**src/bcdt_pkg.sv**
```systemverilog
package bcdt_pkg;

    localparam int unsigned DIGIT_W   = 4;
    localparam int unsigned REQ_W     = 3;
    localparam int unsigned PHASE_W   = 3;
    localparam int unsigned LIMIT_W   = 13;
    localparam int unsigned TOTAL_W   = 14;

    // bcd digit limits for the borrow chain
    localparam logic [DIGIT_W-1:0] DIGIT_MAX    = 4'd9;
    localparam logic [DIGIT_W-1:0] SEC_TENS_MAX = 4'd5;
    localparam logic [DIGIT_W-1:0] DIGIT_ZERO   = 4'd0;

    // seconds weight of each digit position
    localparam logic [TOTAL_W-1:0] W_MIN_TENS  = 14'd600;
    localparam logic [TOTAL_W-1:0] W_MIN_UNITS = 14'd60;
    localparam logic [TOTAL_W-1:0] W_SEC_TENS  = 14'd10;

    // limit after reset: thirty minutes
    localparam logic [LIMIT_W-1:0] LIMIT_RESET = 13'(30 * 60);

    // request codes
    localparam logic [REQ_W-1:0] REQ_LOAD        = 3'd0;
    localparam logic [REQ_W-1:0] REQ_TICK        = 3'd1;
    localparam logic [REQ_W-1:0] REQ_SWITCH1     = 3'd2;
    localparam logic [REQ_W-1:0] REQ_SWITCH2     = 3'd3;
    localparam logic [REQ_W-1:0] REQ_DOOR_OPEN   = 3'd4;
    localparam logic [REQ_W-1:0] REQ_DOOR_CLOSED = 3'd5;

    typedef enum logic [PHASE_W-1:0] {
        PH_IDLE        = 3'd0,
        PH_RUN         = 3'd1,
        PH_PAUSE       = 3'd2,
        PH_DOOR_OPEN   = 3'd3,
        PH_DOOR_CLOSED = 3'd4
    } phase_t;

    typedef struct packed {
        logic [DIGIT_W-1:0] min_tens;
        logic [DIGIT_W-1:0] min_units;
        logic [DIGIT_W-1:0] sec_tens;
        logic [DIGIT_W-1:0] sec_units;
    } count_t;

    typedef struct packed {
        phase_t phase;
        count_t count;
    } state_t;

    typedef struct packed {
        logic digit_bad;
        logic over_limit;
    } load_chk_t;

    typedef struct packed {
        logic [REQ_W-1:0]   req_type;
        logic [DIGIT_W-1:0] load_min_tens;
        logic [DIGIT_W-1:0] load_min_units;
        logic [DIGIT_W-1:0] load_sec_tens;
        logic [DIGIT_W-1:0] load_sec_units;
    } req_item_t;

    typedef struct packed {
        logic [DIGIT_W-1:0] shown_min_tens;
        logic [DIGIT_W-1:0] shown_min_units;
        logic [DIGIT_W-1:0] shown_sec_tens;
        logic [DIGIT_W-1:0] shown_sec_units;
        logic [PHASE_W-1:0] phase_now;
        logic               alarm_pulse;
        logic               load_error;
    } rsp_item_t;

endpackage

```
**src/bcdt_if.sv**
```systemverilog
interface bcdt_req_if;
    import bcdt_pkg::*;

    logic      valid;
    logic      ready;
    req_item_t payload;

    modport source (output valid, output payload, input ready);
    modport sink   (input valid, input payload, output ready);
endinterface

interface bcdt_rsp_if;
    import bcdt_pkg::*;

    logic      valid;
    logic      ready;
    rsp_item_t payload;

    modport source (output valid, output payload, input ready);
    modport sink   (input valid, input payload, output ready);
endinterface

```
**src/bcdt_load_check.sv**
```systemverilog
module bcdt_load_check (
    input  bcdt_pkg::req_item_t                 item,
    input  logic [bcdt_pkg::LIMIT_W-1:0]        limit,
    output bcdt_pkg::load_chk_t                 chk
);
    import bcdt_pkg::*;

    logic [TOTAL_W-1:0] total;

    // any digit above nine is bad
    always_comb
    begin
        chk.digit_bad = (item.load_min_tens > DIGIT_MAX) || (item.load_min_units > DIGIT_MAX)
                     || (item.load_sec_tens > DIGIT_MAX) || (item.load_sec_units > DIGIT_MAX);
    end

    // total seconds against the programmed limit
    always_comb
    begin
        total = TOTAL_W'(item.load_min_tens) * W_MIN_TENS
              + TOTAL_W'(item.load_min_units) * W_MIN_UNITS
              + TOTAL_W'(item.load_sec_tens) * W_SEC_TENS
              + TOTAL_W'(item.load_sec_units);
        chk.over_limit = total > TOTAL_W'(limit);
    end

endmodule

```
**src/bcdt_step.sv**
```systemverilog
module bcdt_step (
    input  bcdt_pkg::req_item_t              item,
    input  bcdt_pkg::state_t                 state,
    input  logic [bcdt_pkg::LIMIT_W-1:0]     limit,
    output bcdt_pkg::state_t                 state_next,
    output bcdt_pkg::rsp_item_t              rsp
);
    import bcdt_pkg::*;

    load_chk_t chk;
    count_t    dec;
    logic      at_zero;
    logic      alarm;
    logic      err;

    bcdt_load_check u_load_check (
        .item  (item),
        .limit (limit),
        .chk   (chk)
    );

    // one-second decrement with borrow
    always_comb
    begin
        dec     = state.count;
        at_zero = 1'b0;
        if (state.count.sec_units != DIGIT_ZERO)
        begin
            dec.sec_units = state.count.sec_units - 4'd1;
        end
        else if (state.count.sec_tens != DIGIT_ZERO)
        begin
            dec.sec_tens  = state.count.sec_tens - 4'd1;
            dec.sec_units = DIGIT_MAX;
        end
        else if (state.count.min_units != DIGIT_ZERO)
        begin
            dec.min_units = state.count.min_units - 4'd1;
            dec.sec_tens  = SEC_TENS_MAX;
            dec.sec_units = DIGIT_MAX;
        end
        else if (state.count.min_tens != DIGIT_ZERO)
        begin
            dec.min_tens  = state.count.min_tens - 4'd1;
            dec.min_units = DIGIT_MAX;
            dec.sec_tens  = SEC_TENS_MAX;
            dec.sec_units = DIGIT_MAX;
        end
        else
        begin
            at_zero = 1'b1;
        end
    end

    // phase and count update per request
    always_comb
    begin
        state_next = state;
        alarm      = 1'b0;
        err        = 1'b0;
        case (item.req_type)
            REQ_LOAD:
            begin
                if (state.phase == PH_IDLE)
                begin
                    if (!chk.digit_bad && !chk.over_limit)
                    begin
                        state_next.count.min_tens  = item.load_min_tens;
                        state_next.count.min_units = item.load_min_units;
                        state_next.count.sec_tens  = item.load_sec_tens;
                        state_next.count.sec_units = item.load_sec_units;
                        state_next.phase           = PH_RUN;
                    end
                    else
                    begin
                        err = 1'b1;
                    end
                end
            end
            REQ_TICK:
            begin
                if (state.phase == PH_RUN)
                begin
                    if (at_zero)
                    begin
                        state_next.phase = PH_IDLE;
                        alarm            = 1'b1;
                    end
                    else
                    begin
                        state_next.count = dec;
                    end
                end
            end
            REQ_SWITCH1:
            begin
                if (state.phase == PH_RUN)
                    state_next.phase = PH_PAUSE;
                else if (state.phase == PH_PAUSE || state.phase == PH_DOOR_CLOSED)
                    state_next.phase = PH_IDLE;
            end
            REQ_SWITCH2:
            begin
                if (state.phase == PH_PAUSE || state.phase == PH_DOOR_CLOSED)
                    state_next.phase = PH_RUN;
            end
            REQ_DOOR_OPEN:
            begin
                if (state.phase == PH_RUN || state.phase == PH_PAUSE
                    || state.phase == PH_DOOR_CLOSED)
                    state_next.phase = PH_DOOR_OPEN;
            end
            REQ_DOOR_CLOSED:
            begin
                if (state.phase == PH_DOOR_OPEN)
                    state_next.phase = PH_DOOR_CLOSED;
            end
            default:
            begin
                state_next = state;
            end
        endcase
    end

    // result item from the updated state
    always_comb
    begin
        rsp.shown_min_tens  = state_next.count.min_tens;
        rsp.shown_min_units = state_next.count.min_units;
        rsp.shown_sec_tens  = state_next.count.sec_tens;
        rsp.shown_sec_units = state_next.count.sec_units;
        rsp.phase_now       = state_next.phase;
        rsp.alarm_pulse     = alarm;
        rsp.load_error      = err;
    end

endmodule

```
**src/bcd_countdown_timer_pause_door.sv**
```systemverilog
// channel   dir  handshake      payload
// req       in   valid/ready    req_type, load digits (bcd mm:ss)
// rsp       out  valid/ready    shown digits, phase_now, alarm_pulse, load_error
// cfg       in   cfg_wr_en      cfg_wr_data = max_total_seconds
//
// An accepted item passes through the input register, then the result register.
// One item per cycle sustained while rsp is ready; the state update sits between the two registers.
// rst_n clears phase and digits to idle 00:00 and the limit to 1800 seconds.
// A stalled rsp holds the result; req keeps taking items until both registers are full.
module bcd_countdown_timer_pause_door (
    input  logic                          clk,
    input  logic                          rst_n,
    input  logic                          cfg_wr_en,
    input  logic [bcdt_pkg::LIMIT_W-1:0]  cfg_wr_data,
    bcdt_req_if.sink                      req,
    bcdt_rsp_if.source                    rsp
);
    import bcdt_pkg::*;

    req_item_t            req_item_reg;
    logic                 req_valid_reg;
    state_t               state_reg;
    state_t               state_next;
    logic [LIMIT_W-1:0]   limit_reg;
    rsp_item_t            rsp_item_reg;
    rsp_item_t            rsp_item_next;
    logic                 rsp_valid_reg;
    logic                 advance;

    // move the held item into the result register when it has room
    assign advance   = req_valid_reg && (!rsp_valid_reg || rsp.ready);
    assign req.ready = !req_valid_reg || advance;

    assign rsp.valid   = rsp_valid_reg;
    assign rsp.payload = rsp_item_reg;

    bcdt_step u_step (
        .item       (req_item_reg),
        .state      (state_reg),
        .limit      (limit_reg),
        .state_next (state_next),
        .rsp        (rsp_item_next)
    );

    // control and state registers
    always_ff @(posedge clk or negedge rst_n)
    begin
        if (!rst_n)
        begin
            req_valid_reg <= 1'b0;
            rsp_valid_reg <= 1'b0;
            state_reg     <= '{phase: PH_IDLE, count: '0};
            limit_reg     <= LIMIT_RESET;
        end
        else
        begin
            if (cfg_wr_en)
                limit_reg <= cfg_wr_data;
            if (req.ready)
                req_valid_reg <= req.valid;
            if (advance)
            begin
                state_reg     <= state_next;
                rsp_valid_reg <= 1'b1;
            end
            else if (rsp.ready)
            begin
                rsp_valid_reg <= 1'b0;
            end
        end
    end

    // payload registers
    always_ff @(posedge clk)
    begin
        if (req.valid && req.ready)
            req_item_reg <= req.payload;
        if (advance)
            rsp_item_reg <= rsp_item_next;
    end

endmodule

```
**src/flat_wrapper.sv**
```systemverilog
// flat-port wrapper written by rule: the top's interface ports become plain ports
module bcd_countdown_timer_pause_door_flat import bcdt_pkg::*;
  (clk, rst_n, cfg_wr_en, cfg_wr_data, req_valid, req_payload, req_ready, rsp_valid, rsp_payload, rsp_ready);
  bcdt_req_if req_i ();
  bcdt_rsp_if rsp_i ();
  input  logic clk;
  input  logic rst_n;
  input  logic cfg_wr_en;
  input  logic [bcdt_pkg::LIMIT_W-1:0] cfg_wr_data;
  input wire logic [$bits(req_i.valid)-1:0] req_valid;
  input wire logic [$bits(req_i.payload)-1:0] req_payload;
  output wire logic [$bits(req_i.ready)-1:0] req_ready;
  output wire logic [$bits(rsp_i.valid)-1:0] rsp_valid;
  output wire logic [$bits(rsp_i.payload)-1:0] rsp_payload;
  input wire logic [$bits(rsp_i.ready)-1:0] rsp_ready;
  assign req_i.valid = req_valid;
  assign req_i.payload = req_payload;
  assign req_ready = req_i.ready;
  assign rsp_valid = rsp_i.valid;
  assign rsp_payload = rsp_i.payload;
  assign rsp_i.ready = rsp_ready;
  bcd_countdown_timer_pause_door u_core (.clk(clk), .rst_n(rst_n), .cfg_wr_en(cfg_wr_en), .cfg_wr_data(cfg_wr_data), .req(req_i), .rsp(rsp_i));
endmodule
```
**config.mk**
```make
export PLATFORM = sky130hd
export DESIGN_NAME = bcd_countdown_timer_pause_door_flat
export DESIGN_NICKNAME = d
export VERILOG_FILES = /design/src/bcdt_pkg.sv /design/src/bcdt_if.sv /design/src/bcdt_load_check.sv /design/src/bcdt_step.sv /design/src/bcd_countdown_timer_pause_door.sv /design/src/flat_wrapper.sv
export SDC_FILE = /design/constraint.sdc
export NUM_CORES = 1
export LEC_CHECK = 0
export ABC_CLOCK_PERIOD_IN_PS = 6150
export BUFFER_PORTS_ARGS = -buffer_cell sky130_fd_sc_hd__buf_4
export CORE_ASPECT_RATIO = 0.6
export CORE_MARGIN = 3
export CORE_UTILIZATION = 45
export CTS_BUF_LIST = sky130_fd_sc_hd__clkbuf_4 sky130_fd_sc_hd__clkbuf_8 sky130_fd_sc_hd__clkbuf_16
export DETAILED_ROUTE_END_ITERATION = 12
export PLACE_DENSITY = 0.76
export SLEW_MARGIN = 25
export SYNTH_ARGS = -nofsm -noshare
export SYNTH_HDL_FRONTEND = slang
export SYNTH_HIERARCHICAL = 1
export SYNTH_SLANG_ARGS = --single-unit
```
**constraint.sdc**
```tcl
create_clock -name clk -period 6.15 [get_ports clk]
set_input_delay 0 -clock clk [delete_from_list [all_inputs] [get_ports clk]]
set_output_delay 0 -clock clk [all_outputs]
set_load 0.01 [all_outputs]
```
==> qor.yml <==
floorplanning:
  rows: 31
  io_pins: 60
  coreArea_um2: 12300
  die-area_um2: 14200
  initial_core_util_pct: 46.7
  die_h_um: 93.4
  die_width_um: 152
logic_synthesis:
  async_flop_share_pct: 45.9
  synthesis.instances: 523
  synthDistinctLibCells: 68
  yosys.area.top_type: "edfxtp_1"
  netlist_area_um2: 5730
  ys_top_cells_by_count: "72 x ha_1, 49 x inv_1, 40 x edfxtp_1"
  postSynthAreaPerCell_um2: 11.0
  synth_area_leaders: "edfxtp_1 21%, ha_1 16%, dfrtp_1 13%"
  synth-edff-count: 40
  yosys.area_share.xor_xnor_pct: 2.45
  synth_flop_cell: "edfxtp_1"
  synth_compound_area_share_pct: 12.4
  synthAdderAreaFrac_pct: 21.0
  ys_warn_count: 6
  synth_top_area_share_pct: 21.0
  synth_top_family_by_area: "adder cells"
  yosysMostFrequentCell: "ha_1"
  yosys.area_share.simple_pct: 12.9
  ys_ff_latch: 74
  syn-num-nets: 647
  synthMuxAreaShare_pct: 8.24
  yosysSeqAreaShare_pct: 35.9
grt:
  grt_use_met3_pct: 5.33
  grt_usage_pct: 22.1
  grt_max_degree: 35
  grt_use_met2_pct: 32.6
  grt_pass1_vias: 4689
  antenna_found_initial: 0
  busiest_layer: "met1"
  gr-total-overflow: 0
  grtUsageMet1_pct: 33.1
  grt_pass1_wl_um: 24300
worst_setup_path:
  critPathMaxStageDelay_ps: 590
  crit_type: "reg2reg"
  endpoint_kind: "flop"
  cpMaxStageDelayCell: "fa_1"
  crit_path_max_fanout: 4
  worst_setup_path_start_kind: "flop"
  crit_arrival_ps: 6820
  worstPathRequired_ps: 6380
clocking:
  htreeDepth: 3
  cts.sinks: 74
  cts_buffers: 9
  worstSkewPairLatency_ps: 340
  clockBufferDepth: 2
  clk_pin_slew_worst_paths_ps: 70
  root_buffer: "clkbuf_16"
  cts_tree: "built"
sta:
  setup_violations: 32
  finalCriticalPeriod_ps: 6600
  fmax_mhz: 152
  fin_ws_ps: -446
  fin_skew_ps: 11.2
  slew_violations: 0
  relSlewSlack_pct: 37.6
  hold_violations: 0
  rsz0062_at_grt: "true"
  post-route-period-util_pct: 107
  worst_slew_pin_slew_ps: 936
cells_and_area:
  fin_cells: 808
  area_growth_pct: 31.7
  fin_nets: 762
  largest_reg_flops: 21
  drive_gt1_share_pct: 34.4
  antenna_cells: 0
place:
  place_congestion: 0.902
  dpl.cell_count: 747
  place.port_buffers: 59
  dp_hpwl_um: 10500
routing:
  routed_via_density: 5.71
  drc: 0
  drt-initial-drc-count: 333
  detail_route.first_pass.iterations: 5
  ant_nets: 0
  vias: 4611
  wl_per_cell_um: 18.6
  routed_wl_um: 15100
power:
  power.total_uw: 3530
  power_density_nw_per_um2: 468
  ir_drop_v: 0.000290
  p_leak_uw: 0.00339
run_status:
  status: "finished, violations left"
  violations: "negative setup slack"
hold_path:
  min_path_type: "in2reg"
job:
  maxCapViolCount: 0
==> stage by stage <==
| step | setup slack (ps) | area, µm² | setup TNS [ps] | utilization [%] | hold WS, ps |
|---|---|---|---|---|---|
| 2_1_floorplan | -91.0 | 5890 | -278 | - | -296 |
| 3_3_place_gp | -390 | 6550 | -5740 | 53.5 | -3.03 |
| 3_5_place_dp | -551 | 6550 | -11500 | 53.5 | 5.77 |
| 4_1_cts | -416 | 7460 | -8070 | 60.9 | 48.5 |
| 5_1_grt | -755 | 7540 | -19520 | 61.6 | 66.5 |
| 6_report | -446 | 7540 | -9120 | 61.6 | 60.7 |
==> worst max-delay path: cells and delay by family (launching register included) <==
family / cells / cell delay, ps
adders and majority gates: 7 / 2640
AOI/OAI and AO/OA: 9 / 1540
and+or+nand+nor: 6 / 1040
DFF: 1 / 420
xor gates and xnor gates: 2 / 290
muxes: 1 / 280
buffers and inverters: 3 / 260
==> where the power goes <==
group	switching (µW)	leakage [µW]	total, µW	internal (µW)
clock	226	0.000149	547	321
combinational	1140	0.00242	2250	1110
sequential	103	0.000820	735	632
total	1470	0.00339	3530	2060
==> layer usage <==
metal / vias to the layer above / part of all wire, % / wire [µm]
met4: 0 / 0.97 / 146
li1: 2129 / - / -
met2: 206 / 43 / 6520
met3: 18 / 8.5 / 1290
met5: - / 0 / 0
met1: 2258 / 47 / 7100
==> logic make-up after synthesis <==
| group | Yosys count |
|---|---|
| AO/OA/AOI/OAI | 100 |
| multiplexers | 36 |
| flip-flops | 74 |
| XOR/XNOR | 16 |
| AND/OR/NAND/NOR | 128 |
| adder cells (fa/ha/maj) | 87 |
| buffers and inverters | 82 |
==> repair_timing <==
action / CTS / global route
endpoints found under the setup margin: 32 / 35
gates cloned: 0 / 0
resized for setup: 41 / 14
pin swaps: 21 / 8
hold buffers: 35 / 0
buffers inserted: 9 / 4
hold endpoints to repair: 67 / 0
==> final cells by class <==
class / count / area [µm²]
multi-input combinational: 367 / 3640
clock buffer: 9 / 225
inverter: 49 / 186
tap: 165 / 206
fill: 954 / 4710
clock inverter: 7 / 83.8
sequential: 74 / 2060
timing repair buffer: 137 / 1150
==> cells in the final DEF, fill, tap and decap left out, types with 10 or more instances in the layout <==
cell type	n
mux2_2	13
inv_1	47
nor2_1	23
nand3_1	11
dlygate4sd3_1	35
xnor2_1	10
fa_1	13
ha_1	61
dfrtp_1	30
mux2_4	19
a21oi_1	17
nor3_1	12
buf_4	94
ha_4	11
nand2_1	14
edfxtp_1	40
==> worst paths after layout <==
check / start / to / slack (ps) / cells past startpoint
max: u_core/req_item_reg[10]$_DFFE_PP_ / u_core/state_reg[0]$_DFFE_PN0P_ / -450 / 28
min: cfg_wr_en / u_core/limit_reg[5]$_DFFE_PN0P_ / 60 / 2
min in group asynchronous: rst_n / u_core/state_reg[11]$_DFFE_PN0P_ / 170 / 2
min reg2reg: u_core/limit_reg[5]$_DFFE_PN0P_ / u_core/limit_reg[5]$_DFFE_PN0P_ / 510 / 1
max in group asynchronous: rst_n / u_core/limit_reg[8]$_DFFE_PN1P_ / 5600 / 2
max reg2reg: u_core/req_item_reg[10]$_DFFE_PP_ / u_core/state_reg[0]$_DFFE_PN0P_ / -450 / 28
(Power assumes the default switching activity.)
